File: config.mk
export PLATFORM = sky130hd
export DESIGN_NAME = sorted_union_merge
export DESIGN_NICKNAME = d
export VERILOG_FILES = /design/src/sum_pkg.sv /design/src/sorted_union_merge.sv /design/src/sum_ram.sv /design/src/sum_merge.sv /design/src/sum_emit.sv
export SDC_FILE = /design/constraint.sdc
export NUM_CORES = 2
export LEC_CHECK = 0
export ABC_CLOCK_PERIOD_IN_PS = 4770
export BUFFER_PORTS_ARGS = -buffer_cell sky130_fd_sc_hd__buf_2
export CAP_MARGIN = 5
export CORE_MARGIN = 4
export CORE_UTILIZATION = 57
export CTS_CLUSTER_DIAMETER = 120
export DETAILED_ROUTE_END_ITERATION = 10
export PLACE_DENSITY = 0.74
export SETUP_SLACK_MARGIN = 0.3
export SLEW_MARGIN = 15
export SYNTH_ARGS = -nofsm -noshare
export SYNTH_HDL_FRONTEND = slang
export SYNTH_SLANG_ARGS = --single-unit
File: constraint.sdc
create_clock -name clock -period 4.77 [get_ports clock]
set_input_delay 0.477 -clock clock [delete_from_list [all_inputs] [get_ports clock]]
set_output_delay 0.477 -clock clock [all_outputs]
set_load 0.005 [all_outputs]
File: src/sum_pkg.sv
// ----------------------------------------------------------------------------
// sum_pkg
// Shared types and constants of the sorted union merge block.
// ----------------------------------------------------------------------------
package sum_pkg;

   localparam int FIRST_DEPTH  = 32;
   localparam int SECOND_DEPTH = 32;
   localparam int VALUE_W      = 32;

   // Address and count widths for each list buffer.
   localparam int FIRST_AW  = (FIRST_DEPTH > 1) ? $clog2(FIRST_DEPTH) : 1;
   localparam int SECOND_AW = (SECOND_DEPTH > 1) ? $clog2(SECOND_DEPTH) : 1;
   localparam int FIRST_CW  = $clog2(FIRST_DEPTH + 1);
   localparam int SECOND_CW = $clog2(SECOND_DEPTH + 1);

   typedef logic [1:0] action_type;

   localparam action_type ACT_LOAD_FIRST  = 2'd0;
   localparam action_type ACT_LOAD_SECOND = 2'd1;
   localparam action_type ACT_RUN         = 2'd2;

   typedef struct packed {
      action_type                 action;
      logic signed [VALUE_W-1:0]  value;
   } req_type;

   typedef struct packed {
      logic signed [VALUE_W-1:0]  value_res;
      logic                       last;
      logic                       empty_res;
      logic                       overflow;
   } rsp_type;

   // One merge candidate from the sequencer to the output stage.
   typedef struct packed {
      logic                       valid;
      logic                       finish;
      logic                       overflow;
      logic signed [VALUE_W-1:0]  value;
   } cand_type;

endpackage

File: src/sorted_union_merge.sv
// ----------------------------------------------------------------------------
// sorted_union_merge
// Loads two ascending lists into buffers and merges them into their union,
// one distinct value per result transaction, or one flagged transaction if both are empty.
// ----------------------------------------------------------------------------
//  channel  direction  handshake            payload
//  req      in         req_valid/req_stall  req_payload (action, value)
//  rsp      out        rsp_valid/rsp_stall  rsp_payload (value_res, last, empty_res, overflow)
//
// A load writes one buffer entry, or sets the overflow flag if that buffer is
// full; loads may follow each other in every cycle. A run holds req_stall
// high while the two buffer read pointers step through the stored elements,
// through one closing step and through any stalls of the result side. The
// last result transaction is presented in the cycle after the closing step.
// Reset is synchronous and clears the counts and the overflow flag; the
// buffers need no clearing pass, since only filled entries are ever used.
// ----------------------------------------------------------------------------
module sorted_union_merge (
   input  logic               clock,
   input  logic               reset,
   input  logic               req_valid,
   output logic               req_stall,
   input  sum_pkg::req_type   req_payload,
   output logic               rsp_valid,
   input  logic               rsp_stall,
   output sum_pkg::rsp_type   rsp_payload
);

   logic                             wr_en_a, wr_en_b;
   logic [sum_pkg::FIRST_AW-1:0]     wr_addr_a, rd_addr_a;
   logic [sum_pkg::SECOND_AW-1:0]    wr_addr_b, rd_addr_b;
   logic [sum_pkg::VALUE_W-1:0]      rd_data_a, rd_data_b;
   sum_pkg::cand_type                cand;
   logic                             cand_ready;

   sum_ram #(
      .WIDTH (sum_pkg::VALUE_W),
      .DEPTH (sum_pkg::FIRST_DEPTH)
   ) u_first_ram (
      .clock   (clock),
      .wr_en   (wr_en_a),
      .wr_addr (wr_addr_a),
      .wr_data (req_payload.value),
      .rd_addr (rd_addr_a),
      .rd_data (rd_data_a)
   );

   sum_ram #(
      .WIDTH (sum_pkg::VALUE_W),
      .DEPTH (sum_pkg::SECOND_DEPTH)
   ) u_second_ram (
      .clock   (clock),
      .wr_en   (wr_en_b),
      .wr_addr (wr_addr_b),
      .wr_data (req_payload.value),
      .rd_addr (rd_addr_b),
      .rd_data (rd_data_b)
   );

   sum_merge u_merge (
      .clock       (clock),
      .reset       (reset),
      .req_valid   (req_valid),
      .req_stall   (req_stall),
      .req_payload (req_payload),
      .wr_en_a     (wr_en_a),
      .wr_addr_a   (wr_addr_a),
      .wr_en_b     (wr_en_b),
      .wr_addr_b   (wr_addr_b),
      .rd_addr_a   (rd_addr_a),
      .rd_addr_b   (rd_addr_b),
      .rd_data_a   (rd_data_a),
      .rd_data_b   (rd_data_b),
      .cand        (cand),
      .cand_ready  (cand_ready)
   );

   sum_emit u_emit (
      .clock       (clock),
      .reset       (reset),
      .cand        (cand),
      .cand_ready  (cand_ready),
      .rsp_valid   (rsp_valid),
      .rsp_stall   (rsp_stall),
      .rsp_payload (rsp_payload)
   );

endmodule

File: src/sum_ram.sv
// ----------------------------------------------------------------------------
// sum_ram
// Generic single write port, single read port RAM with a registered read.
// ----------------------------------------------------------------------------
module sum_ram #(
   parameter int  WIDTH = 32,
   parameter int  DEPTH = 32,
   localparam int AW    = (DEPTH > 1) ? $clog2(DEPTH) : 1
) (
   input  logic             clock,
   input  logic             wr_en,
   input  logic [AW-1:0]    wr_addr,
   input  logic [WIDTH-1:0] wr_data,
   input  logic [AW-1:0]    rd_addr,
   output logic [WIDTH-1:0] rd_data
);

   logic [WIDTH-1:0] mem [DEPTH];
   logic [WIDTH-1:0] rd_data_ff;

   always_ff @(posedge clock) begin
      if (wr_en) begin
         mem[wr_addr] <= wr_data;
      end
      rd_data_ff <= mem[rd_addr];
   end

   assign rd_data = rd_data_ff;

endmodule

File: src/sum_merge.sv
// ----------------------------------------------------------------------------
// sum_merge
// Load and merge sequencer: fills both list buffers and walks them with two
// pointers during a run, offering one candidate value per cycle.
// ----------------------------------------------------------------------------
module sum_merge (
   input  logic                             clock,
   input  logic                             reset,
   input  logic                             req_valid,
   output logic                             req_stall,
   input  sum_pkg::req_type                 req_payload,
   output logic                             wr_en_a,
   output logic [sum_pkg::FIRST_AW-1:0]     wr_addr_a,
   output logic                             wr_en_b,
   output logic [sum_pkg::SECOND_AW-1:0]    wr_addr_b,
   output logic [sum_pkg::FIRST_AW-1:0]     rd_addr_a,
   output logic [sum_pkg::SECOND_AW-1:0]    rd_addr_b,
   input  logic [sum_pkg::VALUE_W-1:0]      rd_data_a,
   input  logic [sum_pkg::VALUE_W-1:0]      rd_data_b,
   output sum_pkg::cand_type                cand,
   input  logic                             cand_ready
);

   typedef enum logic {
      ST_IDLE,
      ST_MERGE
   } state_type;

   state_type                       state_ff, state_in;
   logic [sum_pkg::FIRST_CW-1:0]    cnt_a_ff, cnt_a_in, ptr_a_ff, ptr_a_in;
   logic [sum_pkg::SECOND_CW-1:0]   cnt_b_ff, cnt_b_in, ptr_b_ff, ptr_b_in;
   logic                            dropped_ff, dropped_in;
   logic                            accept;
   logic                            has_a, has_b, take_a, take_b;

   assign req_stall = (state_ff != ST_IDLE);
   assign accept    = req_valid && !req_stall;

   assign has_a  = (ptr_a_ff < cnt_a_ff);
   assign has_b  = (ptr_b_ff < cnt_b_ff);
   assign take_a = (state_ff == ST_MERGE) && has_a &&
                   (!has_b || ($signed(rd_data_a) <= $signed(rd_data_b)));
   assign take_b = (state_ff == ST_MERGE) && has_b && !take_a;

   always_comb begin
      cand.valid    = take_a || take_b;
      cand.finish   = (state_ff == ST_MERGE) && !has_a && !has_b;
      cand.overflow = dropped_ff;
      cand.value    = take_a ? $signed(rd_data_a) : $signed(rd_data_b);
   end

   // Loads write at the current fill count.
   assign wr_en_a   = accept && (req_payload.action == sum_pkg::ACT_LOAD_FIRST) &&
                      (cnt_a_ff < sum_pkg::FIRST_CW'(sum_pkg::FIRST_DEPTH));
   assign wr_en_b   = accept && (req_payload.action == sum_pkg::ACT_LOAD_SECOND) &&
                      (cnt_b_ff < sum_pkg::SECOND_CW'(sum_pkg::SECOND_DEPTH));
   assign wr_addr_a = cnt_a_ff[sum_pkg::FIRST_AW-1:0];
   assign wr_addr_b = cnt_b_ff[sum_pkg::SECOND_AW-1:0];

   always_comb begin
      state_in   = state_ff;
      cnt_a_in   = cnt_a_ff;
      cnt_b_in   = cnt_b_ff;
      ptr_a_in   = ptr_a_ff;
      ptr_b_in   = ptr_b_ff;
      dropped_in = dropped_ff;
      case (state_ff)
         ST_IDLE: begin
            ptr_a_in = '0;
            ptr_b_in = '0;
            if (accept) begin
               case (req_payload.action)
                  sum_pkg::ACT_LOAD_FIRST: begin
                     if (wr_en_a) begin
                        cnt_a_in = cnt_a_ff + 1'b1;
                     end else begin
                        dropped_in = 1'b1;
                     end
                  end
                  sum_pkg::ACT_LOAD_SECOND: begin
                     if (wr_en_b) begin
                        cnt_b_in = cnt_b_ff + 1'b1;
                     end else begin
                        dropped_in = 1'b1;
                     end
                  end
                  sum_pkg::ACT_RUN: begin
                     state_in = ST_MERGE;
                  end
                  default: begin
                  end
               endcase
            end
         end
         ST_MERGE: begin
            if (cand_ready) begin
               if (take_a) begin
                  ptr_a_in = ptr_a_ff + 1'b1;
               end
               if (take_b) begin
                  ptr_b_in = ptr_b_ff + 1'b1;
               end
               if (cand.finish) begin
                  state_in   = ST_IDLE;
                  cnt_a_in   = '0;
                  cnt_b_in   = '0;
                  ptr_a_in   = '0;
                  ptr_b_in   = '0;
                  dropped_in = 1'b0;
               end
            end
         end
         default: begin
            state_in = ST_IDLE;
         end
      endcase
   end

   // The read address follows the next pointer, so the registered read data
   // always matches the pointer in the following cycle.
   assign rd_addr_a = ptr_a_in[sum_pkg::FIRST_AW-1:0];
   assign rd_addr_b = ptr_b_in[sum_pkg::SECOND_AW-1:0];

   always_ff @(posedge clock) begin
      if (reset) begin
         state_ff   <= ST_IDLE;
         cnt_a_ff   <= '0;
         cnt_b_ff   <= '0;
         ptr_a_ff   <= '0;
         ptr_b_ff   <= '0;
         dropped_ff <= 1'b0;
      end else begin
         state_ff   <= state_in;
         cnt_a_ff   <= cnt_a_in;
         cnt_b_ff   <= cnt_b_in;
         ptr_a_ff   <= ptr_a_in;
         ptr_b_ff   <= ptr_b_in;
         dropped_ff <= dropped_in;
      end
   end

endmodule

File: src/sum_emit.sv
// ----------------------------------------------------------------------------
// sum_emit
// Output stage: drops repeated candidates, holds the newest distinct value
// until the next one shows whether it is the last, and drives the result
// register.
// ----------------------------------------------------------------------------
module sum_emit (
   input  logic                 clock,
   input  logic                 reset,
   input  sum_pkg::cand_type    cand,
   output logic                 cand_ready,
   output logic                 rsp_valid,
   input  logic                 rsp_stall,
   output sum_pkg::rsp_type     rsp_payload
);

   logic                              pend_valid_ff, pend_valid_in;
   logic signed [sum_pkg::VALUE_W-1:0] pend_value_ff, pend_value_in;
   logic                              rsp_valid_ff, rsp_valid_in;
   sum_pkg::rsp_type                  rsp_ff, rsp_in;
   logic                              out_free, is_new, need_out;

   assign out_free   = !rsp_valid_ff || !rsp_stall;
   assign is_new     = cand.valid && (!pend_valid_ff || (cand.value != pend_value_ff));
   assign need_out   = (is_new && pend_valid_ff) || cand.finish;
   assign cand_ready = !need_out || out_free;

   always_comb begin
      pend_valid_in = pend_valid_ff;
      pend_value_in = pend_value_ff;
      rsp_valid_in  = rsp_valid_ff;
      rsp_in        = rsp_ff;
      if (out_free) begin
         rsp_valid_in = need_out;
      end
      if (cand_ready) begin
         if (need_out) begin
            rsp_in.value_res = pend_value_ff;
            rsp_in.last      = cand.finish;
            rsp_in.empty_res = 1'b0;
            rsp_in.overflow  = cand.overflow;
            if (cand.finish && !pend_valid_ff) begin
               // Both lists were empty: one flagged transaction.
               rsp_in.value_res = '0;
               rsp_in.empty_res = 1'b1;
            end
         end
         if (is_new) begin
            pend_valid_in = 1'b1;
            pend_value_in = cand.value;
         end
         if (cand.finish) begin
            pend_valid_in = 1'b0;
         end
      end
   end

   always_ff @(posedge clock) begin
      if (reset) begin
         pend_valid_ff <= 1'b0;
         rsp_valid_ff  <= 1'b0;
      end else begin
         pend_valid_ff <= pend_valid_in;
         rsp_valid_ff  <= rsp_valid_in;
      end
      pend_value_ff <= pend_value_in;
      rsp_ff        <= rsp_in;
   end

   assign rsp_valid   = rsp_valid_ff;
   assign rsp_payload = rsp_ff;

endmodule
==> Word level (Yosys, flattened, before mapping) <==
Memory sizes are Yosys's and may differ from the RTL's. A register that Yosys moved wholly into a read port is not among the register bits.
Index checks and enable logic that the tools add are counted.
{ "totals": {"reg_bits": 95, "mem_bits_rw": 2048, "input_bits": 38, "out_inout_bits": 37, "n_memories": 2} }
{ "classes": {"add_sub_neg": 4, "n_lt_le_gt_ge": 5, "n_eq_ne": 15, "mux": 38, "bitwise_logic": 1, "n_reduce_logical": 38} }
{ "memory_table": {"columns": ["memory", "words", "width", "rd", "rd_ports_with_merged_regs", "write_ports", "line", "source"], "rows": [
  ["u_first_ram.mem", 32, 32, 1, 1, 1, "sum_ram.sv:18", "logic [WIDTH-1:0] mem [DEPTH];"],
  ["u_second_ram.mem", 32, 32, 1, 1, 1, "sum_ram.sv:18", null]
]} }
{ "op_table": {"columns": ["operator", "count"], "rows": [
  ["$mux W6", 14],
  ["$pmux W6 S2", 4],
  ["$le A32 B32 Y1", 1],
  ["$mux W32", 1],
  ["$ne A32 B32 Y1", 1],
  ["$add A6 B1 Y6 const B", 4],
  ["$mux W1", 16],
  ["$logic_and A1 B1 Y1", 14],
  ["$lt A6 B6 Y1", 2],
  ["$lt A6 B6 Y1 const B", 2],
  ["$ne A2 B1 Y1 const B", 5],
  ["$reduce_and A2 Y1", 5],
  ["$reduce_and A5 Y1", 2],
  ["$logic_not A1 Y1", 8],
  ["$logic_or A1 B1 Y1", 6],
  ["$ne A3 B2 Y1 const B", 2],
  ["$ne A3 B3 Y1 const B", 2],
  ["$pmux W1 S2", 3],
  ["$reduce_and A6 Y1", 1],
  ["$ne A2 B2 Y1 const B", 2],
  ["$ne A3 B1 Y1 const B", 1],
  ["$eq A2 B1 Y1 const B", 1],
  ["$eq A2 B2 Y1 const B", 1],
  ["$logic_not A2 Y1", 1],
  ["2 further kinds", 2]
]} }

==> Depth between registers and ports, before layout <==
{ "depth": {"ltp_word": 14, "ltp_mapped": 22, "mapped_depth_nobuf": 16} }

==> Hierarchy <==
A second synthesis with hierarchy kept.
{ "unflattened": {"cells_unflattened": 5091, "area_unflattened_um2": 86615.6} }
{ "by_module_without_submodules": {"columns": ["mod", "instances", "cells_per_inst", "area_per_inst_um2", "seq_area_each_um2"], "rows": [
  ["sum_ram", 2, 2260, 40485.1, 31390.1],
  ["sum_merge", 1, 407, 2925.3, 520.5],
  ["sum_emit", 1, 164, 2720.1, 2052.0]
]} }

==> Worst setup path after synthesis <==
Ideal clock, no wire load.
{ "synth_path": {"kind": "flip-flop to flip-flop", "from": "register u_second_ram.rd_data_ff[20], in the netlist u_second_ram.rd_data[20], read port of u_second_ram.mem", "to": "register u_emit.rsp_ff (netlist bit u_emit.rsp_payload[0]), enable pin", "arrival_ns": 4.352, "setup_slack_ns": -0.009, "path_stages_with_launch": 13, "n_path_buf": 0, "path_cell_list": "dfxtp_1 > inv_1 > ha_1 > nand3_1 > or4_4 > nor4b_4 > nor3_1 > nor3_1 > a211oi_1 > and4b_1 > a31oi_4 > a21oi_1 > nor2_1"} }
{ "synth_via": {"elab_chain_cells": 12, "word_cells_on_any_way": 15} }
{ "synth_lines": {"columns": ["item", "line", "source"], "rows": [
  ["start: declaration", "sum_ram.sv:19", "logic [WIDTH-1:0] rd_data_ff;"],
  ["$le A32 B32 Y1", "sum_merge.sv:42", "(!has_b || ($signed(rd_data_a) <= $signed(rd_data_b)));"],
  ["$logic_or A1 B1 Y1", "sum_merge.sv:42", null],
  ["$logic_and A1 B1 Y1", "sum_merge.sv:41", "assign take_a = (state_ff == ST_MERGE) && has_a &&"],
  ["$mux W32 / $logic_not A1 Y1 (equally long branches)", "sum_merge.sv:49, sum_merge.sv:43", null],
  ["$ne A32 B32 Y1 / $logic_and A1 B1 Y1 (equally long branches)", "sum_emit.sv:24, sum_merge.sv:43", null],
  ["$logic_or A1 B1 Y1 (on tied branches)", "sum_emit.sv:24, sum_merge.sv:46", null],
  ["$logic_and A1 B1 Y1 *", "sum_emit.sv:24", "assign is_new = cand.valid && (!pend_valid_ff || (cand.value != pend_value_ff));"],
  ["$logic_and A1 B1 Y1 *", "sum_emit.sv:25", "assign need_out = (is_new && pend_valid_ff) || cand.finish;"],
  ["$logic_or A1 B1 Y1 *", "sum_emit.sv:25", null],
  ["$logic_not A1 Y1", "sum_emit.sv:26", "assign cand_ready = !need_out || out_free;"],
  ["$logic_or A1 B1 Y1", "sum_emit.sv:26", null],
  ["$reduce_and A2 Y1 (no line) *", null, null],
  ["end signal: assignment", "sum_emit.sv:67", "rsp_ff <= rsp_in;"],
  ["end: declaration", "sum_emit.sv:20", "sum_pkg::rsp_type rsp_ff, rsp_in;"]
]} }
Every way passes the cells marked *; elsewhere a longest branch is shown, timed or not.
A chain may end at the register's enable or synchronous reset.

==> Worst setup path in the final report <==
{ "layout_path": {"from": "register u_second_ram.rd_data_ff[14], in the netlist u_second_ram.rd_data[14], read port of u_second_ram.mem", "to": "register u_second_ram.rd_data_ff[17], in the netlist u_second_ram.rd_data[17], read port of u_second_ram.mem"} }
{ "layout_via": {"elab_chain_cells": 13, "word_cells_on_any_way": 18} }
{ "layout_lines": {"columns": ["item", "line", "source"], "rows": [
  ["$le A32 B32 Y1", "sum_merge.sv:42", null],
  ["$logic_or A1 B1 Y1", "sum_merge.sv:42", null],
  ["$logic_and A1 B1 Y1", "sum_merge.sv:41", null],
  ["$mux W32 / $logic_not A1 Y1 (equally long branches)", "sum_merge.sv:49, sum_merge.sv:43", null],
  ["$ne A32 B32 Y1 / $logic_and A1 B1 Y1 (equally long branches)", "sum_emit.sv:24, sum_merge.sv:43", null],
  ["$logic_or A1 B1 Y1 (on tied branches)", "sum_emit.sv:24, sum_merge.sv:46", null],
  ["$logic_and A1 B1 Y1", "sum_emit.sv:24", null],
  ["$logic_and A1 B1 Y1", "sum_emit.sv:25", null],
  ["$logic_or A1 B1 Y1", "sum_emit.sv:25", null],
  ["$logic_not A1 Y1", "sum_emit.sv:26", null],
  ["$logic_or A1 B1 Y1", "sum_emit.sv:26", null],
  ["$mux W6 *", "sum_merge.sv:96", "if (cand_ready) begin"],
  ["$pmux W6 S2 *", "sum_merge.sv:67", "case (state_ff)"]
]} }
Every way passes the cells marked *; elsewhere a longest branch is shown, timed or not. The select of a mux whose other input is x is not followed.

==> impl_metrics.tcl <==
set metrics [dict create \
    place_hpwl_um 148600 \
    vias 55940 \
    rows 143 \
    wl_per_cell_um 31.62 \
    clock-root-buffer "clkbuf_16" \
    grt_pass1_wl_um 374400 \
    gp_congestion 0.9390 \
    power.density_nw_per_um2 364.2 \
    yosysTopAreaCellShare 0.7262 \
    start_util 0.5744 \
    synth_edf_count 2115 \
    via_per_inst 6.594 \
    r2r_setup_slack_ns -0.59 \
    period_share 1.124 \
    syn-cell-area_um2 87450 \
    slowest_stage "nor4_4" \
    post-route-util 0.7074 \
    die_area_um2 159800 \
    cp.required_ns 5.44 \
    synth_top_family_by_area "multiplexers" \
    finalSetupTns_ns -27.04 \
    post-synth-top-area-cell "edfxtp_1" \
    num-nets-final 6366 \
    synth_cells 5450 \
    outcome "complete, but fails checks" \
    power_uw 39230 \
    gr-total-overflow 0 \
    maxCapViolations 0 \
    synth_compound_area_frac 0.06671 \
    multi_input_area_um2 23080 \
    place_inst 7961 \
    ys_ff_latch 2207 \
    yosys_most_used_dff "edfxtp_1" \
    stdcell_count 8484 \
    cts.clk_slew.worst_paths_ns 0.07 \
    pin_count 75 \
    drive_gt1_frac 0.2948 \
    rsz0062_at_grt "yes" \
    max-slew-margin-rel 0.2908 \
    cp.buffers_inverters 12 \
    synth.distinct_cells 91 \
    yosys.area_share.xor_xnor 0.003591 \
    die_h_um 399.7 \
    path_class "register to register" \
    ant_nets 0 \
    avgSynthCellArea_um2 16.05 \
    cts_max_level 4 \
    numCtsBuffers 207 \
    worstSetupStartpointType "register" \
    synthArstFlopShare 0 \
    fmax_ghz 0.1865 \
    yosys.area_share.simple 0.06679 \
    cp-end-kind "register" \
    ys_seq_area_frac 0.7473 \
    grt_pass1_vias 53870 \
    die_x_um 399.7 \
    worstMarginPinSlew_ns 1.064 \
    synthAdderAreaFrac 0.007440 \
    grt_max_degree 65 \
    port_buffers 74 \
    cp.arrival_ns 6.03 \
    syn_nets 5540 \
    hold_class "input pin to register" \
    antenna_found_initial 11 \
    drtIter0Drc 9085 \
    synth_mux_area_frac 0.08818 \
    clock-sinks 2207 \
    drt_drc_violations_left 0 \
    clock_latency_ns 0.87 \
    violations "setup timing" \
    grt_usage 0.3273 \
    p_leak_uw 0.03793 \
    fin_skew_ns 0.04414 \
    final-max-slew-violation-count 0 \
    slowest_delay_ns 0.56 \
    seqCellArea_um2 65400 \
    first_pass_iters 6 \
    core_area_um2 152300 \
    cp_top_family "simple AND/OR/NAND/NOR gates" \
    synthToLayoutAreaGrowth_pct 23.17 \
    fillers 8843 \
    tritoncts "done" \
    routed_wl_um 268200 \
    hold_viol 0 \
    ir_drop_uv 401.4 \
    cts_max_path_buffers 3 \
    finalWorstSetupSlack_ns -0.5911 \
    setup_viol 64 \
    path_max_fanout 5 \
    yosysWarnings 0 \
    layout_min_cycle_time_ns 5.361 \
    synthTopCellsByArea "edfxtp_1, nand2_1, mux2i_1" \
]
[final timing paths]
check / from / endpoint / cells past startpoint
setup reg to reg: u_second_ram.rd_data[14] / u_second_ram.rd_data[17] / 27
hold / removal: reset / u_merge.cnt_b_ff[0] / 2
setup / recovery: u_second_ram.rd_data[14] / u_second_ram.rd_data[17] / 27
hold reg to reg: u_merge.dropped_ff / u_emit.rsp_payload[0] / 0
[cells by family after synthesis]
logic type / count (synthesis)
xor gates and xnor gates: 35
DFF: 2207
buffers and inverters: 397
adders and majority gates: 52
and+or+nand+nor: 1322
muxes: 594
AOI/OAI and AO/OA: 843
[final cells by class]
type                    count  area share
flip-flops and latches   2207      0.6071
multi-input cells        2847      0.2142
repair buffers            932     0.08865
clock buffers             254     0.05038
well taps                2030     0.02358
clock inverters           130     0.01302
inverters                  81    0.002916
diodes                      3  0.00006970
[Yosys cell counts, types with 31 or more instances]
cell,instances
a21oi_1,250
a22o_1,64
a32oi_1,157
and3_1,33
buf_2,96
clkbuf_1,158
dfxtp_1,92
edfxtp_1,2115
ha_1,52
inv_1,80
mux2_2,130
mux2i_1,335
mux4_2,128
nand2_1,927
nand3_1,39
nor2_1,134
nor2b_1,34
nor4_1,36
nor4_2,32
o211ai_1,64
o21ai_0,49
o22ai_1,143
o32ai_1,31
[per-layer routing]
layer	share of wire	wire length, um	GRT usage
met5	0.000086	23	0
met4	0.036	9737	0.1115
met3	0.14	38330	0.09137
met2	0.45	121500	0.4902
met1	0.37	98620	0.4684
[through the flow]
step | setup slack [ns] | hold WS, ns | area, um2
2_1_floorplan | 0.3123 | 0.4090 | 87460
4_1_cts | -0.4393 | 0.01725 | 106600
6_report | -0.5911 | 0.04876 | 107700
3_5_place_dp | -1.118 | 0.4355 | 96160
5_1_grt | -0.6574 | 0.06149 | 107700
3_3_place_gp | -1.684 | 0.4346 | 96150
[timing repair]
item	4_1_cts	5_1_grt
setup buffers	81	27
gates cloned	22	3
endpoints found under the setup margin	65	64
hold buffers	3	0
gates resized for setup	407	134
hold endpoints to repair	2	0
pin swaps	72	63
[state kept, by name, summed over array words and instances (netlist names), 32 cells and up]
register / flops
u_emit.pend_value_ff: 32
u_emit.rsp_payload: 35
u_first_ram.mem: 1024
u_first_ram.rd_data: 32
u_second_ram.mem: 1024
u_second_ram.rd_data: 32
[where the power goes]
group          internal (uW)  switching (uW)
logic                    361             796
registers              21300            52.0
clock network           9370            7370
total                  31000            8220
[layout by cell type, fill, tap and decap left out, drive strengths merged, types with 52 or more instances in the layout]
master     n
clkbuf   257
nor4      69
mux4     128
a22o      64
mux2     132
nand2    927
o21ai     52
nor2     136
edfxtp  2115
o211ai    65
inv       90
dfxtp     92
buf      916
a21oi    251
o22ai    144
a32oi    157
ha        52
clkinv    91
mux2i    335
(Power assumes the default switching activity.)
